## config.mk

```make
export PLATFORM = sky130hd
export DESIGN_NAME = semaphore_round_robin_scheduler_unit
export DESIGN_NICKNAME = d
export VERILOG_FILES = /design/src/sv/srrs_pkg.sv /design/src/sv/srrs_dp.sv /design/src/sv/srrs_ctrl.sv /design/src/sv/semaphore_round_robin_scheduler_unit.sv
export SDC_FILE = /design/constraint.sdc
export NUM_CORES = 1
export LEC_CHECK = 0
export ABC_AREA = 0
export ABC_CLOCK_PERIOD_IN_PS = 8890
export BUFFER_PORTS_ARGS = -buffer_cell sky130_fd_sc_hd__buf_4
export CAP_MARGIN = 15
export CORE_MARGIN = 2
export CORE_UTILIZATION = 35
export CTS_BUF_LIST = sky130_fd_sc_hd__clkbuf_8
export CTS_CLUSTER_SIZE = 30
export DETAILED_ROUTE_END_ITERATION = 6
export HOLD_SLACK_MARGIN = 0.15
export PLACE_DENSITY = 0.56
export SKIP_LAST_GASP = 1
export SLEW_MARGIN = 20
export SYNTH_ARGS = -nofsm -noshare
export SYNTH_HDL_FRONTEND = slang
export SYNTH_SLANG_ARGS = --single-unit
export TNS_END_PERCENT = 50
```

## constraint.sdc

```tcl
create_clock -name i_clk -period 8.89 [get_ports i_clk]
set_input_delay 1.778 -clock i_clk [delete_from_list [all_inputs] [get_ports i_clk]]
set_output_delay 1.778 -clock i_clk [all_outputs]
set_load 0.01 [all_outputs]
```

## src/sv/srrs_pkg.sv

```systemverilog
`default_nettype none

package srrs_pkg;

    // Default sizes of the thread and semaphore tables
    localparam int DEF_MAX_THREADS = 16;
    localparam int DEF_NUM_SEMS    = 8;

    // Fixed widths of the port fields
    localparam int CMD_W      = 2;
    localparam int SEM_IDX_W  = 3;
    localparam int STATUS_W   = 3;
    localparam int THREAD_W   = 4;
    localparam int CFG_IDX_W  = 1;
    localparam int CFG_DATA_W = 8;
    localparam int TC_W       = 5;
    localparam int SEM_INIT_W = 8;

    // Configuration register indexes
    localparam logic [CFG_IDX_W-1:0] CFG_THREAD_COUNT = 1'd0;
    localparam logic [CFG_IDX_W-1:0] CFG_SEM_INIT     = 1'd1;

    typedef enum logic [CMD_W-1:0] {
        CMD_TICK = 2'd0,
        CMD_DOWN = 2'd1,
        CMD_UP   = 2'd2
    } t_cmd;

    typedef enum logic [STATUS_W-1:0] {
        STS_DONE       = 3'd0,
        STS_BLOCKED    = 3'd1,
        STS_LOST_UP    = 3'd2,
        STS_NO_READY   = 3'd3,
        STS_QUEUE_FULL = 3'd4
    } t_status;

    typedef enum logic [2:0] {
        ST_IDLE,
        ST_DECODE,
        ST_MOD,
        ST_SEARCH,
        ST_WAKE,
        ST_FINISH
    } t_state;

    typedef struct packed {
        logic [CMD_W-1:0]     cmd;
        logic [SEM_IDX_W-1:0] sem_index;
    } t_in;

    typedef struct packed {
        logic [STATUS_W-1:0] status;
        logic [THREAD_W-1:0] running_thread;
        logic                switched;
        logic                woke;
        logic [THREAD_W-1:0] woken_thread;
    } t_out;

    // Commands from the controller to the datapath
    typedef struct packed {
        logic    latch;
        logic    take_val;
        logic    set_val;
        logic    enqueue;
        logic    mod_start;
        logic    search;
        logic    wake;
        logic    status_we;
        t_status status;
    } t_dp_cmd;

    // Status from the datapath to the controller
    typedef struct packed {
        logic [CMD_W-1:0] cmd;
        logic             sem_ok;
        logic             sem_val;
        logic             fifo_full;
        logic             fifo_empty;
        logic             need_mod;
        logic             mod_busy;
        logic             found;
    } t_dp_stat;

endpackage

`default_nettype wire

```

## src/sv/srrs_dp.sv

```systemverilog
`default_nettype none

module srrs_dp #(
    parameter int MAX_THREADS = srrs_pkg::DEF_MAX_THREADS,
    parameter int NUM_SEMS    = srrs_pkg::DEF_NUM_SEMS
) (
    input  wire                                   i_clk,
    input  wire                                   i_rst_n,
    input  srrs_pkg::t_in                         i_in,
    input  wire                                   i_cfg_we,
    input  wire  [srrs_pkg::CFG_IDX_W-1:0]        i_cfg_index,
    input  wire  [srrs_pkg::CFG_DATA_W-1:0]       i_cfg_data,
    input  srrs_pkg::t_dp_cmd                     i_cmd,
    output srrs_pkg::t_dp_stat                    o_stat,
    output srrs_pkg::t_out                        o_res
);
    import srrs_pkg::*;

    localparam int TW        = $clog2(MAX_THREADS);
    localparam int NW        = TW + 1;
    localparam int CW        = $clog2(MAX_THREADS + 1);
    localparam int SW        = (NUM_SEMS > 1) ? $clog2(NUM_SEMS) : 1;
    localparam int MEM_DEPTH = NUM_SEMS * (1 << TW);
    localparam int AW        = $clog2(MEM_DEPTH);
    localparam int MCW       = $clog2(NW + 1);
    localparam int INIT_SEMS = (NUM_SEMS < SEM_INIT_W) ? NUM_SEMS : SEM_INIT_W;

    // Configuration and scheduler state
    logic [TC_W-1:0]        r_thread_count;
    logic [CMD_W-1:0]       r_cmd;
    logic [SEM_IDX_W-1:0]   r_sem;
    logic [TW-1:0]          r_cur;
    logic [MAX_THREADS-1:0] r_ready;
    logic [NUM_SEMS-1:0]    r_sem_val;
    logic [TW-1:0]          r_head [NUM_SEMS];
    logic [CW-1:0]          r_cnt  [NUM_SEMS];

    // Wait queues of all semaphores, one row of MAX_THREADS slots each
    logic [TW-1:0]          r_mem [MEM_DEPTH];
    logic [TW-1:0]          r_rd_data;

    // Remainder unit
    logic [NW-1:0]          r_mod_rem;
    logic [NW-1:0]          r_mod_val;
    logic [MCW-1:0]         r_mod_cnt;

    // Result fields
    t_status                r_status;
    logic                   r_switched;
    logic                   r_woke;
    logic [TW-1:0]          r_woken;

    logic [NW-1:0]          n_eff;
    logic [NW-1:0]          cur1;
    logic                   need_mod;
    logic [NW-1:0]          start;
    logic [SW-1:0]          sel;
    logic                   sem_ok;
    logic [CW-1:0]          cur_cnt;
    logic [TW-1:0]          cur_head;
    logic [NW-1:0]          pos_sum;
    logic [TW-1:0]          pos;
    logic [TW-1:0]          head_next;
    logic [AW-1:0]          wr_addr;
    logic [AW-1:0]          rd_addr;
    logic [NW:0]            rem_sh;
    logic [NW:0]            rem_sub;
    logic                   rem_ge;
    logic                   found;
    logic [TW-1:0]          next_thread;

    // Clamp the thread count to 1..MAX_THREADS
    always_comb begin
        if (r_thread_count == '0) begin
            n_eff = NW'(1);
        end else if (32'(r_thread_count) > 32'(MAX_THREADS)) begin
            n_eff = NW'(MAX_THREADS);
        end else begin
            n_eff = NW'(r_thread_count);
        end
    end

    // Search starts one past the current thread; wrap through the remainder unit
    // only when the current thread lies outside the active slots
    assign cur1     = NW'(r_cur) + NW'(1);
    assign need_mod = cur1 > n_eff;
    assign start    = need_mod ? r_mod_rem : cur1;

    // Selected semaphore
    assign sel      = SW'(r_sem);
    assign sem_ok   = 32'(r_sem) < 32'(NUM_SEMS);
    assign cur_cnt  = r_cnt[sel];
    assign cur_head = r_head[sel];

    // Tail slot and next head, wrapping at MAX_THREADS
    assign pos_sum   = NW'(cur_head) + NW'(cur_cnt);
    assign pos       = (pos_sum >= NW'(MAX_THREADS)) ? TW'(pos_sum - NW'(MAX_THREADS))
                                                     : TW'(pos_sum);
    assign head_next = ((NW'(cur_head) + NW'(1)) == NW'(MAX_THREADS)) ? '0
                                                                      : TW'(cur_head + 1'b1);
    assign wr_addr   = AW'({sel, pos});
    assign rd_addr   = AW'({sel, cur_head});

    // One restoring remainder step
    assign rem_sh  = {r_mod_rem, r_mod_val[NW-1]};
    assign rem_ge  = rem_sh >= (NW+1)'(n_eff);
    assign rem_sub = rem_sh - (NW+1)'(n_eff);

    // Find the first ready thread from the start slot, else the lowest one
    always_comb begin
        logic          cand;
        logic          hit_hi;
        logic [TW-1:0] idx_hi;
        logic          hit_any;
        logic [TW-1:0] idx_any;
        hit_hi  = 1'b0;
        idx_hi  = '0;
        hit_any = 1'b0;
        idx_any = '0;
        for (int p = MAX_THREADS - 1; p >= 0; p--) begin
            cand = r_ready[p] && (NW'(p) < n_eff) && (TW'(p) != r_cur);
            if (cand) begin
                hit_any = 1'b1;
                idx_any = TW'(p);
                if (NW'(p) >= start) begin
                    hit_hi = 1'b1;
                    idx_hi = TW'(p);
                end
            end
        end
        found       = hit_any;
        next_thread = hit_hi ? idx_hi : idx_any;
    end

    // Configuration registers
    always_ff @(posedge i_clk) begin
        if (!i_rst_n) begin
            r_thread_count <= TC_W'(16);
        end else if (i_cfg_we && i_cfg_index == CFG_THREAD_COUNT) begin
            r_thread_count <= i_cfg_data[TC_W-1:0];
        end
    end

    // Semaphore values: reload from config, take on down, set on up
    always_ff @(posedge i_clk) begin
        if (!i_rst_n) begin
            r_sem_val <= '0;
        end else begin
            if (i_cfg_we && i_cfg_index == CFG_SEM_INIT) begin
                for (int s = 0; s < INIT_SEMS; s++) begin
                    r_sem_val[s] <= i_cfg_data[s];
                end
            end
            if (i_cmd.take_val) begin
                r_sem_val[sel] <= 1'b0;
            end
            if (i_cmd.set_val) begin
                r_sem_val[sel] <= 1'b1;
            end
        end
    end

    // Queue pointers
    always_ff @(posedge i_clk) begin
        if (!i_rst_n) begin
            for (int s = 0; s < NUM_SEMS; s++) begin
                r_head[s] <= '0;
                r_cnt[s]  <= '0;
            end
        end else if (i_cmd.enqueue) begin
            r_cnt[sel] <= cur_cnt + 1'b1;
        end else if (i_cmd.wake) begin
            r_cnt[sel]  <= cur_cnt - 1'b1;
            r_head[sel] <= head_next;
        end
    end

    // Current thread and ready marks
    always_ff @(posedge i_clk) begin
        if (!i_rst_n) begin
            r_cur   <= '0;
            r_ready <= '1;
        end else begin
            if (i_cmd.enqueue) begin
                r_ready[r_cur] <= 1'b0;
            end
            if (i_cmd.wake) begin
                r_ready[r_rd_data] <= 1'b1;
            end
            if (i_cmd.search && found) begin
                r_cur <= next_thread;
            end
        end
    end

    // Queue memory: write the caller at the tail, read the head every cycle
    always_ff @(posedge i_clk) begin
        if (i_cmd.enqueue) begin
            r_mem[wr_addr] <= r_cur;
        end
        r_rd_data <= r_mem[rd_addr];
    end

    // Remainder step counter
    always_ff @(posedge i_clk) begin
        if (!i_rst_n) begin
            r_mod_cnt <= '0;
        end else if (i_cmd.mod_start) begin
            r_mod_cnt <= MCW'(NW);
        end else if (r_mod_cnt != '0) begin
            r_mod_cnt <= r_mod_cnt - 1'b1;
        end
    end

    // Remainder data path, one quotient bit a cycle
    always_ff @(posedge i_clk) begin
        if (i_cmd.mod_start) begin
            r_mod_rem <= '0;
            r_mod_val <= cur1;
        end else if (r_mod_cnt != '0) begin
            r_mod_rem <= rem_ge ? NW'(rem_sub) : NW'(rem_sh);
            r_mod_val <= {r_mod_val[NW-2:0], 1'b0};
        end
    end

    // Latch the item and build the result fields
    always_ff @(posedge i_clk) begin
        if (i_cmd.latch) begin
            r_cmd      <= i_in.cmd;
            r_sem      <= i_in.sem_index;
            r_status   <= STS_DONE;
            r_switched <= 1'b0;
            r_woke     <= 1'b0;
            r_woken    <= '0;
        end else begin
            if (i_cmd.status_we) begin
                r_status <= i_cmd.status;
            end
            if (i_cmd.search && found) begin
                r_switched <= 1'b1;
            end
            if (i_cmd.wake) begin
                r_woke  <= 1'b1;
                r_woken <= r_rd_data;
            end
        end
    end

    assign o_stat.cmd        = r_cmd;
    assign o_stat.sem_ok     = sem_ok;
    assign o_stat.sem_val    = r_sem_val[sel];
    assign o_stat.fifo_full  = cur_cnt == CW'(MAX_THREADS);
    assign o_stat.fifo_empty = cur_cnt == '0;
    assign o_stat.need_mod   = need_mod;
    assign o_stat.mod_busy   = r_mod_cnt != '0;
    assign o_stat.found      = found;

    assign o_res.status         = r_status;
    assign o_res.running_thread = THREAD_W'(r_cur);
    assign o_res.switched       = r_switched;
    assign o_res.woke           = r_woke;
    assign o_res.woken_thread   = THREAD_W'(r_woken);

endmodule

`default_nettype wire

```

## src/sv/srrs_ctrl.sv

```systemverilog
`default_nettype none

module srrs_ctrl (
    input  wire                 i_clk,
    input  wire                 i_rst_n,
    input  wire                 i_in_valid,
    output logic                o_in_ready,
    input  wire                 i_out_free,
    input  srrs_pkg::t_dp_stat  i_stat,
    output srrs_pkg::t_dp_cmd   o_cmd,
    output logic                o_load_out
);
    import srrs_pkg::*;

    t_state r_state;
    t_state n_state;

    // State register
    always_ff @(posedge i_clk) begin
        if (!i_rst_n) begin
            r_state <= ST_IDLE;
        end else begin
            r_state <= n_state;
        end
    end

    // Next state and datapath commands
    always_comb begin
        n_state         = r_state;
        o_in_ready      = 1'b0;
        o_load_out      = 1'b0;
        o_cmd.latch     = 1'b0;
        o_cmd.take_val  = 1'b0;
        o_cmd.set_val   = 1'b0;
        o_cmd.enqueue   = 1'b0;
        o_cmd.mod_start = 1'b0;
        o_cmd.search    = 1'b0;
        o_cmd.wake      = 1'b0;
        o_cmd.status_we = 1'b0;
        o_cmd.status    = STS_DONE;

        unique case (r_state)
            ST_IDLE: begin
                o_in_ready = 1'b1;
                if (i_in_valid) begin
                    o_cmd.latch = 1'b1;
                    n_state     = ST_DECODE;
                end
            end

            ST_DECODE: begin
                n_state = ST_FINISH;
                unique case (i_stat.cmd)
                    CMD_TICK: begin
                        o_cmd.mod_start = i_stat.need_mod;
                        n_state         = i_stat.need_mod ? ST_MOD : ST_SEARCH;
                    end
                    CMD_DOWN: begin
                        if (i_stat.sem_ok) begin
                            if (i_stat.sem_val) begin
                                o_cmd.take_val = 1'b1;
                            end else if (i_stat.fifo_full) begin
                                o_cmd.status_we = 1'b1;
                                o_cmd.status    = STS_QUEUE_FULL;
                            end else begin
                                // queue and block the caller, then reschedule
                                o_cmd.enqueue   = 1'b1;
                                o_cmd.mod_start = i_stat.need_mod;
                                n_state         = i_stat.need_mod ? ST_MOD : ST_SEARCH;
                            end
                        end
                    end
                    CMD_UP: begin
                        if (i_stat.sem_ok) begin
                            if (i_stat.sem_val) begin
                                o_cmd.status_we = 1'b1;
                                o_cmd.status    = STS_LOST_UP;
                            end else if (i_stat.fifo_empty) begin
                                o_cmd.set_val = 1'b1;
                            end else begin
                                n_state = ST_WAKE;
                            end
                        end
                    end
                    default: begin
                        n_state = ST_FINISH;
                    end
                endcase
            end

            ST_MOD: begin
                if (!i_stat.mod_busy) begin
                    n_state = ST_SEARCH;
                end
            end

            ST_SEARCH: begin
                o_cmd.search    = 1'b1;
                o_cmd.status_we = 1'b1;
                if (!i_stat.found) begin
                    o_cmd.status = STS_NO_READY;
                end else if (i_stat.cmd == CMD_DOWN) begin
                    o_cmd.status = STS_BLOCKED;
                end else begin
                    o_cmd.status = STS_DONE;
                end
                n_state = ST_FINISH;
            end

            ST_WAKE: begin
                o_cmd.wake = 1'b1;
                n_state    = ST_FINISH;
            end

            ST_FINISH: begin
                if (i_out_free) begin
                    o_load_out = 1'b1;
                    n_state    = ST_IDLE;
                end
            end

            default: begin
                n_state = ST_IDLE;
            end
        endcase
    end

endmodule

`default_nettype wire

```

## src/sv/semaphore_round_robin_scheduler_unit.sv

```systemverilog
`default_nettype none

// Channel   Direction  Handshake                   Payload
// input     in         i_in_valid / o_in_ready     i_in   (cmd, sem_index)
// output    out        o_out_valid / i_out_ready   o_out  (status, running_thread,
//                                                         switched, woke, woken_thread)
// config    in         i_cfg_we                    i_cfg_index, i_cfg_data
//
// One item at a time: each passes IDLE, DECODE and FINISH; a tick or a blocking
// down adds SEARCH, after MOD in the remainder unit when the current thread sits
// at or above the thread count. The round-robin search checks all slots at once;
// a waking up adds WAKE, as the queue memory read is registered.
// A new item is taken while the previous result still waits in the output
// register; the block stalls in its last step until that register is free.
// Reset (synchronous, active low) gives thread 0 running, all threads ready,
// all semaphores 0 with empty queues, and a thread count of 16.

module semaphore_round_robin_scheduler_unit #(
    parameter int MAX_THREADS = srrs_pkg::DEF_MAX_THREADS,
    parameter int NUM_SEMS    = srrs_pkg::DEF_NUM_SEMS
) (
    input  wire                                i_clk,
    input  wire                                i_rst_n,
    input  wire                                i_in_valid,
    output logic                               o_in_ready,
    input  srrs_pkg::t_in                      i_in,
    output logic                               o_out_valid,
    input  wire                                i_out_ready,
    output srrs_pkg::t_out                     o_out,
    input  wire                                i_cfg_we,
    input  wire  [srrs_pkg::CFG_IDX_W-1:0]     i_cfg_index,
    input  wire  [srrs_pkg::CFG_DATA_W-1:0]    i_cfg_data
);
    import srrs_pkg::*;

    t_dp_cmd  dp_cmd;
    t_dp_stat dp_stat;
    t_out     dp_res;
    logic     load_out;
    logic     out_free;
    logic     r_out_valid;
    t_out     r_out;

    // Output register is free when empty or being taken this cycle
    assign out_free = !r_out_valid || i_out_ready;

    srrs_ctrl u_ctrl (
        .i_clk      (i_clk),
        .i_rst_n    (i_rst_n),
        .i_in_valid (i_in_valid),
        .o_in_ready (o_in_ready),
        .i_out_free (out_free),
        .i_stat     (dp_stat),
        .o_cmd      (dp_cmd),
        .o_load_out (load_out)
    );

    srrs_dp #(
        .MAX_THREADS (MAX_THREADS),
        .NUM_SEMS    (NUM_SEMS)
    ) u_dp (
        .i_clk       (i_clk),
        .i_rst_n     (i_rst_n),
        .i_in        (i_in),
        .i_cfg_we    (i_cfg_we),
        .i_cfg_index (i_cfg_index),
        .i_cfg_data  (i_cfg_data),
        .i_cmd       (dp_cmd),
        .o_stat      (dp_stat),
        .o_res       (dp_res)
    );

    // Hold the result beat until taken
    always_ff @(posedge i_clk) begin
        if (!i_rst_n) begin
            r_out_valid <= 1'b0;
        end else if (load_out) begin
            r_out_valid <= 1'b1;
        end else if (i_out_ready) begin
            r_out_valid <= 1'b0;
        end
    end

    always_ff @(posedge i_clk) begin
        if (load_out) begin
            r_out <= dp_res;
        end
    end

    assign o_out_valid = r_out_valid;
    assign o_out       = r_out;

endmodule

`default_nettype wire
```

# After elaboration in Yosys (flattened, before gate mapping)
# Memory sizes are Yosys's and may differ from the RTL's. A register that Yosys moved wholly into a read port is not among the register bits.
# Cells that the tools add are included.
dict set report op_classes {
  reduce_logical 53
  n_mux 177
  bitwise 9
  n_eq_ne 27
  magnitude_cmp 42
  n_addsub 9
}
# op n
set ops {}
lappend ops {{$mux W4} 56}
lappend ops {{$mux W1} 82}
lappend ops {{$mux W16} 3}
lappend ops {{$ge A4 B5 Y1 const A} 8}
lappend ops {{$lt A4 B5 Y1 const A} 8}
lappend ops {{$mux W5} 8}
lappend ops {{$mux W8} 5}
lappend ops {{$logic_and A1 B1 Y1} 38}
lappend ops {{$mux W3} 11}
lappend ops {{$ne A4 B4 Y1 const A} 8}
lappend ops {{$ge A3 B5 Y1 const A} 4}
lappend ops {{$lt A3 B5 Y1 const A} 4}
lappend ops {{$and A16 B16 Y16} 1}
lappend ops {{$ne A3 B4 Y1 const A} 4}
lappend ops {{$not A16 Y16} 1}
lappend ops {{$or A16 B16 Y16} 1}
lappend ops {{$pmux W4 S2} 2}
lappend ops {{$pmux W3 S5} 1}
lappend ops {{$add A4 B1 Y5 const B} 2}
lappend ops {{$eq A5 B5 Y1 const B} 2}
lappend ops {{$ge A1 B5 Y1 const A} 2}
lappend ops {{$ge A2 B5 Y1 const A} 2}
lappend ops {{$logic_not A5 Y1} 2}
lappend ops {{$lt A1 B5 Y1 const A} 2}
lappend ops {{other kinds (46)} 60}
dict set report totals {
  ramBits 584
  n_memories 3
  out_inout_bits 15
  reg_bits 77
  elab_cells 341
}
# memory words width read_ports rd_clocked_by_memory_dff write_ports line
set mem_list {}
lappend mem_list {u_dp.r_mem 128 4 1 1 1 srrs_dp.sv:39} ;# logic [TW-1:0] r_mem [MEM_DEPTH];
lappend mem_list {u_dp.r_cnt 8 5 1 1 8 srrs_dp.sv:36} ;# logic [CW-1:0] r_cnt [NUM_SEMS];
lappend mem_list {u_dp.r_head 8 4 1 1 8 srrs_dp.sv:35} ;# logic [TW-1:0] r_head [NUM_SEMS];

# Depth between registers and ports, before layout
dict set report depth {
  ltp_word 39
  mapped_depth 17
  mapped_depth_nobuf 13
}

# By module
# From an unflattened synthesis, not the netlist that was laid out.
dict set report hier_totals {
  cells_unflattened 2280
  area_unflattened_um2 29409.5
}
# module seq_area_each_um2 cells_per_inst instances area_per_inst_um2
set by_module_without_submodules {}
lappend by_module_without_submodules {srrs_dp 18978.2 2198 1 28494.8}
lappend by_module_without_submodules {srrs_ctrl 60.1 65 1 475.5}
lappend by_module_without_submodules {semaphore_round_robin_scheduler_unit 410.4 17 1 439.2}

# Least setup slack after synthesis
# No wires, ideal clock.
dict set report synth_timing {
  path_kind {register -> register}
  startpoint {register u_dp.r_cur[0]}
  endpoint {register u_dp.r_cur[3]}
  stages_incl_launch_ff 17
  synth_period_minus_slack_ns 5.519
  required_ns 8.775
  arrival_ns 5.404
  n_path_buf 4
  setup_time_ns 0.115
  slack_ns 3.371
  path_cell_list {dfxtp_1 -> ha_1 -> clkbuf_1 -> nand2b_1 -> nand2_1 -> ha_1 -> nor2_1 -> a211o_1 -> a21o_1 -> clkbuf_1 -> buf_2 -> clkbuf_1 -> nand3_1 -> a31oi_1 -> o211ai_1 -> o311a_1 -> o21a_1}
}
dict set report synth_via {
  elab_chain_cells 37
  word_cells_on_any_way 149
}
# element line
set synth_rtl {}
lappend synth_rtl {{from (decl)} srrs_dp.sv:32} ;# logic [TW-1:0] r_cur;
lappend synth_rtl {{from (signal assigned)} srrs_dp.sv:191} ;# r_cur <= next_thread;
lappend synth_rtl {{$add A4 B1 Y5} srrs_dp.sv:85} ;# assign cur1 = NW'(r_cur) + NW'(1);
lappend synth_rtl {{$gt A5 B5 Y1} srrs_dp.sv:86} ;# assign need_mod = cur1 > n_eff;
lappend synth_rtl {{$mux W5} srrs_dp.sv:87} ;# assign start = need_mod ? r_mod_rem : cur1;
lappend synth_rtl {{$ge A4 B5 Y1} srrs_dp.sv:125} ;# if (NW'(p) >= start) begin
lappend synth_rtl {{$mux W4 or $mux W1 (tied branches)} srrs_dp.sv:125}
lappend synth_rtl {{$mux W4 or $mux W1 (tied branches)} srrs_dp.sv:122} ;# if (cand) begin
lappend synth_rtl {{$mux W4 or $mux W1 (tied branches)} srrs_dp.sv:125}
lappend synth_rtl {{$mux W4 or $mux W1 (tied branches)} srrs_dp.sv:122}
lappend synth_rtl {{(+21 left out)} -}
lappend synth_rtl {{$mux W4 or $mux W1 (tied branches)} srrs_dp.sv:122}
lappend synth_rtl {{$mux W4 or $mux W1 (tied branches)} srrs_dp.sv:125}
lappend synth_rtl {{$mux W4 or $mux W1 (tied branches)} srrs_dp.sv:122}
lappend synth_rtl {{$mux W4 or $mux W1 (tied branches)} srrs_dp.sv:125}
lappend synth_rtl {{$mux W4 or $mux W1 (tied branches)} srrs_dp.sv:122}
lappend synth_rtl {{$mux W4 or $mux W1 (tied branches)} srrs_dp.sv:125}
lappend synth_rtl {{$mux W4 or $mux W1 (tied branches)} srrs_dp.sv:122}
lappend synth_rtl {{$mux W4} srrs_dp.sv:132} ;# next_thread = hit_hi ? idx_hi : idx_any;
# Several ways; a longest one is shown, not always the timed one.
# A chain may end at the register's enable or synchronous reset.

==> metrics.md <==
| Metric | Value |
|---|---|
| Run status | `finished, final reports clean` |
| Vias in the first global route | `19586` |
| CP arrival | `5.64 ns` |
| Max-cap violations | `0` |
| Met2 usage | `30.9%` |
| Crit path time final | `5.26 ns` |
| Routed WL | `slightly above 80000 µm` |
| Ys flop type | `edfxtp_1` |
| Startpoint Class | `flip-flop` |
| Final slew viol count | `0` |
| Top-count cell post-synth | `edfxtp_1` |
| Initial antenna violation count | `2` |
| Router iterations before antenna repair | `5` |
| Post-DR vias/cell | `between 5 and 6` |
| Wire length of the first global-routing pass | `122000 µm` |
| Area grow syn2layout | `11.4%` |
| GR Overflow Total | `0` |
| Critical path class | `flip-flop to flip-flop` |
| Post-CTS setup buffer count | `0` |
| Clk_skew | `approximately 0.041 ns` |
| Fin crit share | `approximately three fifths` |
| PD cells | `235 nW/µm²` |
| # rows | `around 110` |
| Post-route cell area | `32700 µm²` |
| CTS tree | `yes` |
| Worst Hold Class | `flip-flop to flip-flop` |
| Routed len/inst | `22.9 µm` |
| Synth area leaders | `edfxtp_1 62%, nand2_1 5.8%, dfxtp_1 4.2%` |
| # setup viols final | `0` |
| CTS Buffer Depth | `3` |
| Clock transition at path regs | `approximately 0.06 ns` |
| Nets | `between 2000 and 2500` |
| Post-Syn Area per Cell | `12.6 µm²` |
| Yosys top cell by area | `edfxtp_1` |
| Routed vias | `19552` |
| Syn_nets | `2375` |
| Post-synth EDFFs | `607` |
| Root Buffer | `clkbuf_8` |
| GRT Util Overall | `a little under a fifth` |
| Setup TNS | `0 ns` |
| Fmax | `around 190 MHz` |
| Actual slew at the worst max-slew pin | `1.17 ns` |
| Slew headroom | `22.1%` |
| Reg area | `19500 µm²` |
| #FFs+latches synth | `roughly 670` |
| Core region area | `83400 µm²` |
| GPL Wtd Cong | `0.900` |
| Routed Antenna Nets | `0` |
| Sink Count | `668` |
| Syn. warnings | `0` |
| Met1 usage | `25.3%` |
| Largest net degree at the start of global routing | `133` |
| Peak VDD IR | `~0.12 mV` |
| Die X | `294 µm` |
| RSZ-0062 raised after global routing | `false` |
| # resized after CTS | `0` |
| Post-Synthesis Cell Area | `29400 µm²` |
| GRT met3 Usage | `about 2.8%` |
| Final hold vios | `0` |
| CP required | `9.27 ns` |
| Die area | `86300 µm²` |
| Synth top cells by count | `607 x edfxtp_1, 454 x nand2_1, 300 x nor2_1` |
| DRC | `0` |
| GRT busiest layer | `met2` |
| DP Area | `between 30000 and 40000 µm²` |
| Initial Util | `35.2%` |
| FFs w/ async S/R, synth | `0%` |
| Latest clock arrival within the worst-skew pair | `0.74 ns` |
| Die H | `294 µm` |
| Share of layout cells above drive strength 1 | `~13%` |
| Crit-path max FO | `roughly 130` |
| Buffers added on ports | `33` |
| Share of the yosys chip area belonging to registers | `66.2%` |
| Leakage power | `11.9 nW` |
| CTS Hold Bufs | `0` |
| Area of the multi-input gates | `9120 µm²` |
| I/O Pins | `34` |
| H-tree levels | `3` |
| DRT iter0 DRCs | `around 2000` |
| Post-Syn Instances | `2326` |
| # fillers | `7898` |
| Endpoint class of the critical path | `flip-flop` |
| Cell variety after synth | `between 70 and 80` |
| DP HPWL | `51000 µm` |
| Yosys top cell area share | `62.0%` |
| Cts bufs inserted | `109` |
per-layer routing:
metal,up-vias,wire [µm]
met1,9883,34900
met5,-,0
met3,153,5250
met4,0,2280
li1,8739,-
met2,777,38700
logic make-up after synthesis:
kind of cell | after synthesis | synth area share [%]
compound gates | 342 | 7.90
buf+inv | 169 | 2.91
mux | 109 | 6.70
flops | 668 | 66.2
fa+ha+maj | 30 | 1.35
xor+xnor | 14 | 0.468
simple gates | 994 | 14.5
power breakdown:
part / switching [mW] / leakage [nW] / internal [mW]
Combinational: 1.01 / 3.58 / 0.455
Clock: 1.25 / 1.22 / 1.37
Sequential: 0.111 / 7.15 / 3.48
critical path: stages (launching register included):
cell     delay (ns)
dfxtp_1        0.30
buf_4          0.33
mux4_2         0.60
mux2i_4        0.19
buf_12         0.50
inv_6          0.30
ha_1           0.31
inv_1          0.07
fa_1           0.48
nor2_1         0.28
nand2_1        0.76
nor2_1         0.60
final timing paths:
kind / from / end / slack (ns) / cells after the start
setup / recovery: flip-flop / u_dp.r_mem[126][3]$_DFFE_PP_ / 3.63 / 11
hold / removal: u_dp.r_switched$_SDFFE_PP0P_ / o_out[5]$_DFFE_PP_ / 0.43 / 0
setup reg to reg: flip-flop / u_dp.r_mem[126][3]$_DFFE_PP_ / 3.63 / 11
hold reg to reg: u_dp.r_switched$_SDFFE_PP0P_ / o_out[5]$_DFFE_PP_ / 0.43 / 0
final cells by class:
cell class	count	area share (%)
Inverter	33	0.394
Multi-Input combinational cell	1489	27.8
Clock buffer	117	4.92
Antenna cell	2	0.0153
Sequential cell	668	59.5
Clock inverter	87	1.64
Timing Repair Buffer	68	1.60
Tap cell	1080	4.13
flip-flops by register name, indices dropped and copies added, names as in the netlist, 5 cells and up, named ones only:
name                 cells
u_dp.r_head             32
u_dp.r_mem             512
u_dp.r_ready            16
o_out                   13
u_dp.r_thread_count      5
u_dp.r_mod_rem           5
u_dp.r_cnt              40
u_dp.r_sem_val           8
u_dp.r_mod_val           5
layout by cell type, fill, tap and decap left out, drive strengths merged, types with 9 or more instances in the layout:
cell / synthesis / final
a21o: 9 / 9
a21oi: 70 / 70
a22oi: 14 / 14
a311oi: 50 / 50
a31oi: 41 / 41
and2: 12 / 12
and3: 85 / 85
buf: 64 / 68
clkbuf: 72 / 117
clkinv: 1 / 45
dfxtp: 61 / 61
edfxtp: 607 / 607
ha: 27 / 27
inv: 32 / 66
mux2: 15 / 15
mux2i: 30 / 30
mux4: 64 / 64
nand2: 454 / 454
nand2b: 16 / 16
nand3: 58 / 58
nand4: 14 / 14
nor2: 300 / 300
nor2b: 13 / 13
nor3: 23 / 23
o2111ai: 10 / 10
o211ai: 15 / 15
o21ai: 68 / 68
xnor2: 12 / 12
metrics by stage:
stage | util (%) | hold slack (ns) | cells | total power, mW | worst slack [ns]
after floorplan | - | 0.408 | 2326 | 4.66 | 3.37
after global placement | 36.7 | 0.419 | 3338 | 5.08 | 3.71
after detailed placement | 36.7 | 0.422 | 3338 | 5.11 | 3.70
after CTS | 39.2 | 0.437 | 3542 | 7.73 | 3.69
after global routing | 39.2 | 0.444 | 3544 | 8.00 | 3.36
final | 39.2 | 0.435 | 3544 | 7.68 | 3.63
(Power assumes the default switching activity.)
